[config.mk]
export PLATFORM = sky130hd
export DESIGN_NAME = ppm_frame_decoder
export DESIGN_NICKNAME = d
export VERILOG_FILES = /design/src/sv/ppmd_pkg.sv /design/src/sv/ppmd_core.sv /design/src/sv/ppm_frame_decoder.sv
export SDC_FILE = /design/constraint.sdc
export NUM_CORES = 1
export LEC_CHECK = 0
export BUFFER_PORTS_ARGS = -buffer_cell sky130_fd_sc_hd__buf_2
export CAP_MARGIN = 20
export CORE_UTILIZATION = 40
export CTS_BUF_LIST = sky130_fd_sc_hd__clkbuf_16
export DETAILED_ROUTE_END_ITERATION = 12
export GPL_TIMING_DRIVEN = 1
export REMOVE_ABC_BUFFERS = 1
export SYNTH_ARGS = -nofsm -noshare
export SYNTH_HDL_FRONTEND = slang
export SYNTH_SLANG_ARGS = --single-unit
export TNS_END_PERCENT = 20
[constraint.sdc]
create_clock -name i_clk -period 3.24 [get_ports i_clk]
set_clock_uncertainty 0.2 [all_clocks]
set_input_delay 0.648 -clock i_clk [delete_from_list [all_inputs] [get_ports i_clk]]
set_output_delay 0.648 -clock i_clk [all_outputs]
set_load 0.05 [all_outputs]
[src/sv/ppmd_pkg.sv]
// shared types and constants for the ppm frame decoder
`default_nettype none

package ppmd_pkg;

    localparam int N_CHANNELS    = 8;
    localparam int TICK_DIV      = 1;
    localparam int ACQUIRE_SYNCS = 8;

    localparam int CH_W   = $clog2(N_CHANNELS + 1);
    localparam int ACQ_W  = 4;
    localparam int TICK_W = 16;
    localparam int US_W   = 16;
    localparam int CFG_W  = 16;
    localparam int CFG_IDX_W = 2;

    localparam logic [CFG_W-1:0] SYNC_GAP_RESET  = 16'd3000;
    localparam logic [CFG_W-1:0] MIN_PULSE_RESET = 16'd750;
    localparam logic [CFG_W-1:0] MAX_PULSE_RESET = 16'd2250;

    localparam logic [CFG_IDX_W-1:0] CFG_SYNC_GAP  = 2'd0;
    localparam logic [CFG_IDX_W-1:0] CFG_MIN_PULSE = 2'd1;
    localparam logic [CFG_IDX_W-1:0] CFG_MAX_PULSE = 2'd2;

    typedef enum logic [2:0] {
        KIND_INTERVAL = 3'd0,
        KIND_OVERFLOW = 3'd1,
        KIND_READ     = 3'd2,
        KIND_FS_WRITE = 3'd3,
        KIND_SNAPSHOT = 3'd4
    } t_kind;

    typedef enum logic [1:0] {
        MODE_NOSYNC = 2'd0,
        MODE_ACQ    = 2'd1,
        MODE_READY  = 2'd2,
        MODE_FAIL   = 2'd3
    } t_mode;

    typedef struct packed {
        logic [CFG_W-1:0] sync_gap;
        logic [CFG_W-1:0] min_pulse;
        logic [CFG_W-1:0] max_pulse;
    } t_cfg;

    typedef struct packed {
        logic [US_W-1:0] pulse_width;
        t_mode           mode;
        logic [CH_W-1:0] frame_channels;
    } t_result;

    typedef struct packed {
        t_mode            mode;
        logic [ACQ_W-1:0] acq_count;
    } t_status;

    function automatic logic [US_W-1:0] to_us(input logic [TICK_W-1:0] ticks);
        to_us = US_W'(ticks / TICK_W'(TICK_DIV));
    endfunction

endpackage

`default_nettype wire

[src/sv/ppmd_core.sv]
// frame state machine, pulse and failsafe stores, one request per cycle while i_accept is high
`default_nettype none

module ppmd_core (
    input  wire logic                      i_clk,
    input  wire logic                      i_rst_n,
    input  wire logic                      i_accept,
    input  wire logic [2:0]                i_kind,
    input  wire logic [ppmd_pkg::TICK_W-1:0] i_ticks,
    input  wire logic [3:0]                i_channel,
    input  wire logic [ppmd_pkg::US_W-1:0] i_fs_value,
    input  wire ppmd_pkg::t_cfg            i_cfg,
    output ppmd_pkg::t_result              o_result,
    output ppmd_pkg::t_status              o_status
);

    ppmd_pkg::t_mode                r_mode, n_mode;
    logic [ppmd_pkg::ACQ_W-1:0]     r_acq, n_acq;
    logic [ppmd_pkg::CH_W-1:0]      r_cur, n_cur;
    logic [ppmd_pkg::CH_W-1:0]      r_frame, n_frame;
    logic [ppmd_pkg::US_W-1:0]      r_pulse [0:ppmd_pkg::N_CHANNELS];
    logic [ppmd_pkg::US_W-1:0]      n_pulse [0:ppmd_pkg::N_CHANNELS];
    logic [ppmd_pkg::US_W-1:0]      r_fs    [0:ppmd_pkg::N_CHANNELS];
    logic [ppmd_pkg::US_W-1:0]      n_fs    [0:ppmd_pkg::N_CHANNELS];
    logic [ppmd_pkg::US_W-1:0]      width;
    logic [ppmd_pkg::US_W-1:0]      ticks_us;
    logic [ppmd_pkg::CH_W-1:0]      cur_inc;
    logic [ppmd_pkg::CH_W-1:0]      ch;
    logic                           ch_in_range;

    assign ticks_us    = ppmd_pkg::to_us(i_ticks);
    assign cur_inc     = r_cur + ppmd_pkg::CH_W'(1);
    assign ch_in_range = (5'(i_channel) <= 5'(ppmd_pkg::N_CHANNELS));
    assign ch          = ppmd_pkg::CH_W'(i_channel);

    always_comb begin
        n_mode  = r_mode;
        n_acq   = r_acq;
        n_cur   = r_cur;
        n_frame = r_frame;
        n_pulse = r_pulse;
        n_fs    = r_fs;
        width   = '0;
        if (i_accept) begin
            unique case (i_kind)
                ppmd_pkg::KIND_INTERVAL: begin
                    if (i_ticks >= i_cfg.sync_gap) begin
                        n_pulse[0] = ticks_us;
                        n_cur      = '0;
                        unique case (r_mode)
                            ppmd_pkg::MODE_READY: begin
                                if (r_cur != r_frame) n_mode = ppmd_pkg::MODE_FAIL;
                            end
                            ppmd_pkg::MODE_NOSYNC: begin
                                n_mode = ppmd_pkg::MODE_ACQ;
                                n_acq  = '0;
                            end
                            ppmd_pkg::MODE_ACQ: begin
                                n_acq = r_acq + ppmd_pkg::ACQ_W'(1);
                                if (n_acq > ppmd_pkg::ACQ_W'(ppmd_pkg::ACQUIRE_SYNCS)) begin
                                    n_mode  = ppmd_pkg::MODE_READY;
                                    n_frame = r_cur;
                                end
                            end
                            default: begin
                                if (r_cur == r_frame) n_mode = ppmd_pkg::MODE_READY;
                            end
                        endcase
                    end else if (r_cur < ppmd_pkg::CH_W'(ppmd_pkg::N_CHANNELS)) begin
                        if (i_ticks >= i_cfg.min_pulse && i_ticks <= i_cfg.max_pulse) begin
                            n_cur          = cur_inc;
                            n_pulse[cur_inc] = ticks_us;
                        end else if (r_mode == ppmd_pkg::MODE_READY) begin
                            n_mode = ppmd_pkg::MODE_FAIL;
                            n_cur  = '0;
                        end
                    end
                end
                ppmd_pkg::KIND_OVERFLOW: begin
                    if (r_mode == ppmd_pkg::MODE_READY) begin
                        n_mode = ppmd_pkg::MODE_FAIL;
                        n_cur  = '0;
                    end
                end
                ppmd_pkg::KIND_READ: begin
                    if (!ch_in_range) begin
                        width = '0;
                    end else if (r_mode == ppmd_pkg::MODE_FAIL && r_fs[ch] != '0) begin
                        width = r_fs[ch];
                    end else if (r_mode == ppmd_pkg::MODE_READY
                                 || r_mode == ppmd_pkg::MODE_FAIL) begin
                        width = r_pulse[ch];
                    end
                end
                ppmd_pkg::KIND_FS_WRITE: begin
                    if (ch_in_range && i_channel != 4'd0) n_fs[ch] = i_fs_value;
                end
                ppmd_pkg::KIND_SNAPSHOT: begin
                    if (r_mode == ppmd_pkg::MODE_READY) begin
                        for (int i = 1; i <= ppmd_pkg::N_CHANNELS; i++) begin
                            n_fs[i] = r_pulse[i];
                        end
                    end
                end
                default: begin
                    // unused kinds leave the state alone
                    width = '0;
                end
            endcase
        end
    end

    always_ff @(posedge i_clk) begin
        if (!i_rst_n) begin
            r_mode  <= ppmd_pkg::MODE_NOSYNC;
            r_acq   <= '0;
            r_cur   <= '0;
            r_frame <= '0;
            for (int i = 0; i <= ppmd_pkg::N_CHANNELS; i++) begin
                r_pulse[i] <= '0;
                r_fs[i]    <= '0;
            end
        end else begin
            r_mode  <= n_mode;
            r_acq   <= n_acq;
            r_cur   <= n_cur;
            r_frame <= n_frame;
            r_pulse <= n_pulse;
            r_fs    <= n_fs;
        end
    end

    assign o_result.pulse_width    = width;
    assign o_result.mode           = n_mode;
    assign o_result.frame_channels = n_frame;
    assign o_status.mode           = r_mode;
    assign o_status.acq_count      = r_acq;

endmodule

`default_nettype wire

[src/sv/ppm_frame_decoder.sv]
// top level: config registers, decoder core and output register
//
//  channel   direction  handshake                  payload
//  request   in         i_in_valid / o_in_ready    kind, interval, channel, failsafe value
//  result    out        o_out_valid / i_out_ready  pulse width, state, channel count
//  config    in         i_cfg_we                   i_cfg_idx, i_cfg_wdata
//
// one request per cycle while o_in_ready is high; each request yields one registered result in the next cycle
// the state update and read happen in the cycle the request is taken
// o_in_ready stays high while the output register is empty or being drained
// synchronous active-low reset restores thresholds and clears all stores
`default_nettype none

module ppm_frame_decoder (
    input  wire logic        i_clk,
    input  wire logic        i_rst_n,
    input  wire logic        i_in_valid,
    output logic             o_in_ready,
    input  wire logic [2:0]  i_kind,
    input  wire logic [15:0] i_interval_ticks,
    input  wire logic [3:0]  i_channel_index,
    input  wire logic [15:0] i_failsafe_value,
    output logic             o_out_valid,
    input  wire logic        i_out_ready,
    output logic [15:0]      o_pulse_width,
    output logic [1:0]       o_decoder_state,
    output logic [3:0]       o_channel_count,
    input  wire logic        i_cfg_we,
    input  wire logic [1:0]  i_cfg_idx,
    input  wire logic [15:0] i_cfg_wdata
);

    ppmd_pkg::t_cfg    r_cfg;
    ppmd_pkg::t_result core_result;
    ppmd_pkg::t_status core_status;
    ppmd_pkg::t_result r_out;
    logic              r_out_valid;
    logic              accept;

    assign o_in_ready = !r_out_valid || i_out_ready;
    assign accept     = i_in_valid && o_in_ready;

    always_ff @(posedge i_clk) begin
        if (!i_rst_n) begin
            r_cfg.sync_gap  <= ppmd_pkg::SYNC_GAP_RESET;
            r_cfg.min_pulse <= ppmd_pkg::MIN_PULSE_RESET;
            r_cfg.max_pulse <= ppmd_pkg::MAX_PULSE_RESET;
        end else if (i_cfg_we) begin
            unique case (i_cfg_idx)
                ppmd_pkg::CFG_SYNC_GAP:  r_cfg.sync_gap  <= i_cfg_wdata;
                ppmd_pkg::CFG_MIN_PULSE: r_cfg.min_pulse <= i_cfg_wdata;
                ppmd_pkg::CFG_MAX_PULSE: r_cfg.max_pulse <= i_cfg_wdata;
                default: begin
                    // index beyond the register list is dropped
                    r_cfg <= r_cfg;
                end
            endcase
        end
    end

    ppmd_core u_core (
        .i_clk      (i_clk),
        .i_rst_n    (i_rst_n),
        .i_accept   (accept),
        .i_kind     (i_kind),
        .i_ticks    (i_interval_ticks),
        .i_channel  (i_channel_index),
        .i_fs_value (i_failsafe_value),
        .i_cfg      (r_cfg),
        .o_result   (core_result),
        .o_status   (core_status)
    );

    always_ff @(posedge i_clk) begin
        if (!i_rst_n) begin
            r_out_valid <= 1'b0;
        end else if (accept) begin
            r_out_valid <= 1'b1;
        end else if (i_out_ready) begin
            r_out_valid <= 1'b0;
        end
    end

    always_ff @(posedge i_clk) begin
        if (accept) begin
            r_out <= core_result;
        end
    end

    assign o_out_valid     = r_out_valid;
    assign o_pulse_width   = r_out.pulse_width;
    assign o_decoder_state = r_out.mode;
    assign o_channel_count = 4'(r_out.frame_channels);

`ifndef SYNTH
    a_accept_gives_result: assert property (@(posedge i_clk) disable iff (!i_rst_n)
        accept |=> o_out_valid)
        else $error("accepted request produced no result");

    a_width_only_when_live: assert property (@(posedge i_clk) disable iff (!i_rst_n)
        (o_out_valid && o_pulse_width != 16'd0) |->
        (o_decoder_state == ppmd_pkg::MODE_READY || o_decoder_state == ppmd_pkg::MODE_FAIL))
        else $error("nonzero pulse width outside ready or failsafe");

    a_acq_bounded: assert property (@(posedge i_clk) disable iff (!i_rst_n)
        core_status.acq_count <= ppmd_pkg::ACQ_W'(ppmd_pkg::ACQUIRE_SYNCS + 1))
        else $error("acquire counter ran past the ready threshold");

    a_reset_nosync: assert property (@(posedge i_clk)
        !i_rst_n |=> (core_status.mode == ppmd_pkg::MODE_NOSYNC && !o_out_valid))
        else $error("reset did not return decoder to not synched");
`endif

endmodule

`default_nettype wire
# Yosys cells after proc, flatten, opt, wreduce, memory -nomap -nowiden
# Index checks and enable logic that the tools add are counted.
# W data, S select, Z words.
[totals] register_bits=373 input_bits=62 out_inout_bits=24 elab_cells=131
[classes] add_sub_neg=2 order_cmp=10 n_eq_ne=14 muxes=43 n_bitwise=3 reduce_logical=30
[ops] cell="$bwmux W144" count=2
[ops] cell="$mux W144" count=2
[ops] cell="$mux W128" count=2
[ops] cell="$pmux W128 S2" count=1
[ops] cell="$mux W16" count=9
[ops] cell="$bmux W16 S4" count=2
[ops] cell="$demux W16 S4" count=2
[ops] cell="$mux W4" count=9
[ops] cell="$ge A16 B16 Y1" count=2
[ops] cell="$le A16 B16 Y1" count=1
[ops] cell="$mux W2" count=8
[ops] cell="$pmux W4 S2" count=2
[ops] cell="$reduce_bool A16 Y1" count=1
[ops] cell="$reduce_and A4 Y1" count=3
[ops] cell="$reduce_bool A2 Y1" count=6
[ops] cell="$ge A5 B5 Y1 const B" count=2
[ops] cell="$lt A5 B1 Y1 const B" count=2
[ops] cell="$not A4 Y5" count=2
[ops] cell="$add A4 B1 Y4 const B" count=2
[ops] cell="$reduce_and A2 Y1" count=4
[ops] cell="$eq A2 B2 Y1 const B" count=3
[ops] cell="$eq A3 B2 Y1 const B" count=2
[ops] cell="$logic_and A1 B1 Y1" count=6
[ops] cell="$pmux W2 S3" count=1
[ops] cell="20 further kinds" count=26

# Logic depth before layout (Yosys ltp)
# Gate-level depths: netlist (run 1).
[logic_depth] depth_word=10 depth_mapped=12 depth_no_buf=10

# By module
# A second synthesis (run 1) with hierarchy kept.
[hier_totals] cells_unflattened=2108 area_unflattened_um2=19187.2
[by_module_without_submodules] mod="ppmd_core" n_inst=1 cells_per_inst=1894 area_per_inst_um2=16583.4 seq_area_each_um2=6045.8
[by_module_without_submodules] mod="ppm_frame_decoder" n_inst=1 cells_per_inst=214 area_per_inst_um2=2603.7 seq_area_each_um2=1641.6

# Worst setup path before layout (run 1)
# No wires, ideal clock.
[synth_timing] path_kind="input-to-reg" start="input i_out_ready" end="register r_out, in the netlist o_channel_count[0], data pin" setup_ps=262 arrival_ps=3128 required_ps=2778 setup_slack_ps=-350 path_stages=7 path_buffers=0 path_cell_list="nand2b_1 > and2_2 > nand2_1 > or2_2 > a211o_2 > nor2_1 > mux2_2"
[synth_lines] element="start, declared" line_no="ppm_frame_decoder.sv:24" source="input wire logic i_out_ready,"
[synth_lines] element="end signal, assigned" line_no="ppm_frame_decoder.sv:86" source="r_out <= core_result;"
[synth_lines] element="end, declared" line_no="ppm_frame_decoder.sv:36" source="ppmd_pkg::t_result r_out;"

# Worst setup path after layout (run 1)
[layout_timing] start="register r_cfg[9] in the netlist's numbering" end="register u_core.r_pulse[47] in the netlist's numbering"
[layout_between] elab_chain_len=3
[layout_rtl] element="start, declared" line_no="ppm_frame_decoder.sv:33" source="ppmd_pkg::t_cfg r_cfg;"
[layout_rtl] element="start signal, assigned" line_no="ppm_frame_decoder.sv:55" source="r_cfg <= r_cfg;"
[layout_rtl] element="$le A16 B16 Y1" line_no="ppmd_core.sv:70" source="if (i_ticks >= i_cfg.min_pulse && i_ticks <= i_cfg.max_pulse) begin"
[layout_rtl] element="$logic_and A1 B1 Y1" line_no="ppmd_core.sv:70"
[layout_rtl] element="$reduce_and A5 Y1 (no source line)"
[layout_rtl] element="end signal, assigned" line_no="ppmd_core.sv:128" source="r_pulse <= n_pulse;"
[layout_rtl] element="end, declared" line_no="ppmd_core.sv:21" source="logic [ppmd_pkg::US_W-1:0] r_pulse [0:ppmd_pkg::N_CHANNELS];"
# No other way between the ends.
# A chain may end at the register's enable or synchronous reset.

==> results of run 1 <==
## cell type report
cell class	instances	area share, %
diodes	1	0.0115
clock buffers	43	4.94
clock inverters	31	1.06
inverters	68	1.17
multi-input cells	1375	45.2
flip-flops and latches	373	35.3
well taps	600	3.45
repair buffers	224	8.87
## through the flow
| stage | area [um2] | hold slack [ps] | total power, uW | setup slack, ps | utilization, % |
|---|---|---|---|---|---|
| floorplan | 17800 | 229 | 5230 | -1160 | - |
| global placement | 20500 | 239 | 5750 | -179 | 44.9 |
| detailed placement | 20500 | 244 | 5760 | -206 | 44.9 |
| CTS | 21800 | 114 | 10300 | 265 | 47.8 |
| global route | 21800 | 145 | 10600 | 63.5 | 47.8 |
| finish | 21800 | 140 | 10300 | 263 | 47.8 |
## kinds of logic (layout without fill, tap and decap cells)
logic type | Yosys count | count (layout) | share of synthesized area, %
compound gates | 471 | 471 | 18.6
xor+xnor | 8 | 8 | 0.377
fa+ha+maj | 54 | 54 | 3.64
buf+inv | 234 | 366 | 5.76
flops | 373 | 373 | 41.4
mux | 244 | 244 | 15.3
other cells | 0 | 1 | 0
simple gates | 598 | 598 | 15.0
## per-layer routing
metal	GRT usage [%]	share of wire, %	vias to the layer above
li1	-	-	7265
met1	33.5	45	7672
met2	40.7	47	510
met3	2.50	5.4	90
met4	7.65	2.4	0
met5	0	0	-
## worst register-to-register path, stage by stage (launching register included)
cell,delay (ps)
dfxtp_1,330
inv_1,50
ha_1,300
a21o_1,200
a21o_1,180
a21oi_1,200
o21ai_0,140
a2bb2oi_2,220
nand2_2,110
buf_4,240
nor3_4,250
buf_12,240
mux2i_1,230
## power by group
group / total, uW / internal, uW / switching (uW)
clock network: 4610 / 2640 / 1960
registers: 4710 / 4680 / 27.5
logic: 957 / 331 / 626
## registers in the layout, indices dropped and copies added (netlist names)
register / count
o_channel_count: 4
o_decoder_state: 2
o_out_valid: 1
o_pulse_width: 16
r_cfg: 48
u_core.r_acq: 4
u_core.r_cur: 4
u_core.r_frame: 4
u_core.r_fs: 144
u_core.r_mode: 2
u_core.r_pulse: 144
## cells in the final DEF (no fill, tap or decap), types with 9 or more instances in the layout
cell       count
a21boi_0      31
inv_1         77
mux4_2        32
nand3_1       45
nor2_1        19
o211a_1      128
nand2_1      407
ha_1          54
mux2i_1      208
buf_4        104
clkbuf_16     43
o221ai_1      32
dfxtp_1      351
and2_1        32
buf_2         83
a21o_1        12
nand4_1       16
a22oi_1       32
clkinv_1       9
a21oi_1      148
o21ai_0       43
o211ai_1      21
edfxtp_1      22
buf_12        36
or2_2         18
## worst max-delay path by stage
| stage | start | endpoint | slack (ps) | depth (start not counted) |
|---|---|---|---|---|
| CTS | r_cfg[9] | u_core.r_pulse[60] | 270 | 12 |
| global route | r_cfg[1] | u_core.r_pulse[45] | 60 | 12 |
| floorplan | i_kind[0] | u_core.r_fs[0] | -1160 | 6 |
| global placement | i_channel_index[1] | o_pulse_width[12] | -180 | 11 |
| finish | r_cfg[9] | u_core.r_pulse[47] | 260 | 12 |
| detailed placement | i_channel_index[1] | o_pulse_width[4] | -210 | 11 |
==> impl_metrics.py, run 1 <==
metrics = {
    "outcome": {
        "outcome": "finished clean",
    },
    "sta": {
        "setup_tns_ps": 0,
        "tightest_slew_ps": 760,
        "finalSetupViolations": 0,
        "hold_violations": 0,
        "max_freq_mhz": 336,
        "final.period_utilization_pct": 91.9,
        "relSlewSlack_pct": 49.1,
        "rsz0062_at_grt": "false",
        "drv_slew": 0,
        "period_minus_slack_ps": 2980,
    },
    "clocking": {
        "clock-sinks": 373,
        "post-cts-setup-buffers": 0,
        "cts_resized": 0,
        "worstSkewPairLatency_ps": 590,
        "path_clk_slew_ps": 60,
        "numCtsBuffers": 42,
        "cts_max_level": 2,
        "cts_tree": "yes",
        "cts_hold_buf": 0,
        "clockBufferDepth": 3,
        "cts_root_buf": "clkbuf_16",
    },
    "hold_path": {
        "holdPathStages": 3,
        "hp-class": "input port to register",
        "whs_endpoint": "o_out_valid",
        "hp-start": "i_in_valid",
    },
    "synth": {
        "seq_area_frac_synth_pct": 41.4,
        "synth_cell_type_count": 67,
        "yosys_warnings": 0,
        "synth_ff_type": "dfxtp_1",
        "avgSynthCellArea_um2": 9.37,
        "netlist.area_leader.share_pct": 37.8,
        "synthTopCellsByArea": "dfxtp_1 38%, mux2i_1 11%, nand2_1 8.2%, o211a_1 6.9%, a21oi_1 4.0%",
        "async_flop_share_pct": 0,
        "synth_top_cell_by_area": "dfxtp_1",
        "syn-cell-area_um2": 18600,
        "netlist_instances": 1982,
        "ys_ff_latch": 373,
        "synth_edf_count": 22,
        "synthTopCellsByCount": "407 x nand2_1, 351 x dfxtp_1, 208 x mux2i_1, 148 x a21oi_1, 128 x o211a_1",
        "synth.most_common_cell": "nand2_1",
    },
    "setup_path": {
        "critPathMostFrequentCell": "a21o_1",
        "r2r_start": "r_cfg[9]",
        "worstPathMaxFanout": 16,
        "cpPeakStageDelay_ps": 330,
        "path_cells": "inv_1 -> ha_1 -> a21o_1 -> a21o_1 -> a21oi_1 -> o21ai_0 -> a2bb2oi_2 -> nand2_2 -> buf_4 -> nor3_4 -> buf_12 -> mux2i_1",
        "crit_type": "register to register",
        "critical_path_required_ps": 3520,
        "end_kind": "register",
        "path_buf_inv": 3,
        "cp_top_family": "compound AO/OA/AOI/OAI gates",
        "reg2reg_to": "u_core.r_pulse[47]",
        "r2r_setup_slack_ps": 260,
        "start_kind": "register",
        "cp_slowest_cell": "dfxtp_1",
        "critPathArrivalTime_ps": 3260,
        "r2r_cells": 12,
    },
    "global_route": {
        "antenna_found_initial": 1,
        "grt_pass1_vias": 15000,
        "grt_max_degree": 74,
        "overflow": 0,
        "track_usage_pct": 24.5,
        "grt_pass1_wl_um": 89300,
    },
    "floorplan": {
        "die_x_um": 218,
        "fp.dieH_um": 218,
        "std_cell_rows": 78,
        "die-area_um2": 47300,
        "start_util_pct": 40.8,
        "io_pins": 86,
        "core_um2": 45600,
    },
    "pwr": {
        "ir_drop_mv": 0.377,
        "leakagePower_uw": 0.00970,
        "powerDensity_nw_per_um2": 472,
    },
    "flow_run": {
        "cap_violations": 0,
    },
    "final_layout": {
        "seq_area_um2": 7690,
        "multi_input_area_um2": 9840,
        "fin_nets": 2200,
        "drive_gt1_share_pct": 17.4,
        "layoutNonFillerInstCount": 2715,
        "areaGrowthSynthToFinish_pct": 17.2,
        "num-fill-cells": 4289,
    },
    "drt": {
        "ant_nets": 0,
        "wirelength_um": 58100,
        "first_pass_iters": 5,
        "drc": 0,
        "num_vias": 15500,
        "drt-wirelength-per-cell_um": 21.4,
        "routed_via_density": 5.72,
        "drt_iter0_markers": 1490,
    },
    "placement": {
        "dpl.hpwl_um": 39100,
        "globalplace.congestion": 0.864,
        "io_buffer_count": 85,
        "place_inst": 2640,
    },
}
Power figures use the tool's default switching activity.
==> run 2: changes to the inputs <==
==> constraint.sdc (replaced) <==
create_clock -name i_clk -period 3.7 [get_ports i_clk]
set_clock_uncertainty 0.2 [all_clocks]
set_input_delay 0.74 -clock i_clk [delete_from_list [all_inputs] [get_ports i_clk]]
set_output_delay 0.74 -clock i_clk [all_outputs]
set_load 0.05 [all_outputs]
==> impl_metrics.py, run 2 (same netlist as run 1, synthesis figures left out) <==
metrics = {
    "sta": {
        "hold_violations": 0,
        "relSlewSlack_pct": 39.4,
        "fin_hold_ws_ps": 231,
        "tightest_slew_ps": 909,
        "drv_slew": 0,
        "fin_ws_ps": 574,
        "rsz0062_at_grt": "false",
        "final.period_utilization_pct": 84.5,
        "period_minus_slack_ps": 3130,
        "finalSetupViolations": 0,
        "max_freq_mhz": 320,
    },
    "outcome": {
        "outcome": "finished clean",
    },
    "drt": {
        "wirelength_um": 57500,
        "num_vias": 15400,
        "first_pass_iters": 6,
        "routed_via_density": 5.77,
        "drc": 0,
        "ant_nets": 0,
        "drt_iter0_markers": 1359,
        "drt-wirelength-per-cell_um": 21.6,
    },
    "final_layout": {
        "final_area_um2": 21200,
        "num-fill-cells": 4307,
        "areaGrowthSynthToFinish_pct": 14.3,
        "drive_gt1_share_pct": 15.2,
        "reg_top3": "u_core.r_fs (144), u_core.r_pulse (144), r_cfg (48)",
        "fin_nets": 2149,
        "layout_common_cells": "407 x nand2_1, 351 x dfxtp_1, 208 x mux2i_1",
        "fin_util_pct": 46.6,
        "seq_area_um2": 7690,
        "layoutNonFillerInstCount": 2665,
        "multi_input_area_um2": 9840,
        "diodes": 0,
        "final_common_cell": "nand2_1",
    },
    "clocking": {
        "worstSkewPairLatency_ps": 570,
        "clock-sinks": 373,
        "cts_tree": "yes",
        "cts_resized": 0,
        "path_clk_slew_ps": 60,
        "post-cts-setup-buffers": 0,
        "numCtsBuffers": 41,
        "clockBufferDepth": 3,
        "cts_root_buf": "clkbuf_16",
        "cts_max_level": 2,
        "cts_hold_buf": 0,
    },
    "setup_path": {
        "cp_top_family": "simple AND/OR/NAND/NOR gates",
        "path_cells": "buf_4 -> buf_12 -> buf_4 -> mux2i_1 -> o221ai_1 -> nand3_1 -> nand4_1 -> or4_1 -> nand3_1 -> buf_12 -> nand3_1 -> a21oi_1",
        "reg2reg_to": "u_core.r_pulse[8]",
        "cpPeakStageDelay_ps": 430,
        "cp_slowest_cell": "or4_1",
        "r2r_start": "r_cfg[1]",
        "critical_path_required_ps": 3890,
        "end_kind": "register",
        "r2r_cells": 10,
        "critPathArrivalTime_ps": 3310,
        "r2r_setup_slack_ps": 630,
        "path_buf_inv": 4,
        "critPathMostFrequentCell": "nand3_1",
        "start_kind": "input port",
        "crit_type": "input port to register",
        "worstPathMaxFanout": 32,
    },
    "global_route": {
        "overflow": 0,
        "grt_max_degree": 100,
        "grt_pass1_wl_um": 88700,
        "grt_pass1_vias": 15000,
        "track_usage_pct": 24.4,
        "antenna_found_initial": 0,
    },
    "floorplan": {
        "start_util_pct": 40.8,
        "die_x_um": 218,
        "io_pins": 86,
        "std_cell_rows": 78,
        "core_um2": 45600,
        "fp.dieH_um": 218,
        "die-area_um2": 47300,
    },
    "pwr": {
        "p_seq_share_pct": 46.9,
        "ir_drop_mv": 0.289,
        "pwr-share-clk_pct": 44.1,
        "p_switching_uw": 2240,
        "powerDensity_nw_per_um2": 414,
        "leakagePower_uw": 0.00942,
        "switching_share_pct": 25.4,
        "p_int_uw": 6550,
        "combPwrFrac_pct": 9.0,
    },
    "flow_run": {
        "cap_violations": 0,
    },
    "hold_path": {
        "hp-start": "i_cfg_wdata[7]",
        "hp-class": "input port to register",
        "whs_endpoint": "r_cfg[39]",
        "holdPathStages": 3,
    },
    "placement": {
        "place_inst": 2590,
        "pre_cts_ws_ps": 75.5,
        "globalplace.congestion": 0.844,
        "dpl.hpwl_um": 38600,
        "placed_cell_area_um2": 20000,
        "io_buffer_count": 85,
    },
}
run 2: cell type report:
class / instances / area share, %
Multi-Input combinational cell: 1375 / 46.3
Sequential cell: 373 / 36.2
Timing Repair Buffer: 174 / 6.86
Clock buffer: 44 / 5.18
Tap cell: 600 / 3.53
Inverter: 68 / 1.20
Clock inverter: 31 / 0.730
run 2: worst min-delay path: cells and delay by family:
kind | cells | cell delay [ps]
buffers and inverters | 1 | 100
AND/OR/NAND/NOR | 1 | 50
AO/OA/AOI/OAI | 1 | 70
run 2: per-layer routing:
metal	GRT usage, %	vias to the layer above	wire (um)
met3	3.36	104	3770
met4	8.80	0	1770
met1	32.7	7570	25100
met2	39.9	530	26800
met5	0	-	0
li1	-	7161	-
run 2: worst max path at each step:
stage,endpoint,depth (start not counted),from,slack (ps)
floorplan,u_core.r_fs[0],6,i_kind[0],-790
global placement,o_pulse_width[15],12,i_channel_index[1],70
detailed placement,o_pulse_width[15],12,i_channel_index[1],80
CTS,u_core.r_pulse[8],10,r_cfg[1],630
global route,o_pulse_width[12],12,i_channel_index[1],470
finish,o_pulse_width[15],12,i_channel_index[1],570
run 2: metrics by stage:
stage	setup TNS [ps]	power (uW)
after floorplan	-95400	4580
after CTS	0	8850
after global routing	0	9080
after detailed placement	0	4990
after global placement	0	4980
final	0	8790
run 2: power groups by stage:
stage / sequential, uW / combinational [uW] / clock, uW
CTS: 4120 / 788 / 3940
global placement: 4210 / 776 / 0
detailed placement: 4210 / 783 / 0
global route: 4120 / 852 / 4110
finish: 4120 / 792 / 3870
floorplan: 4240 / 335 / 0
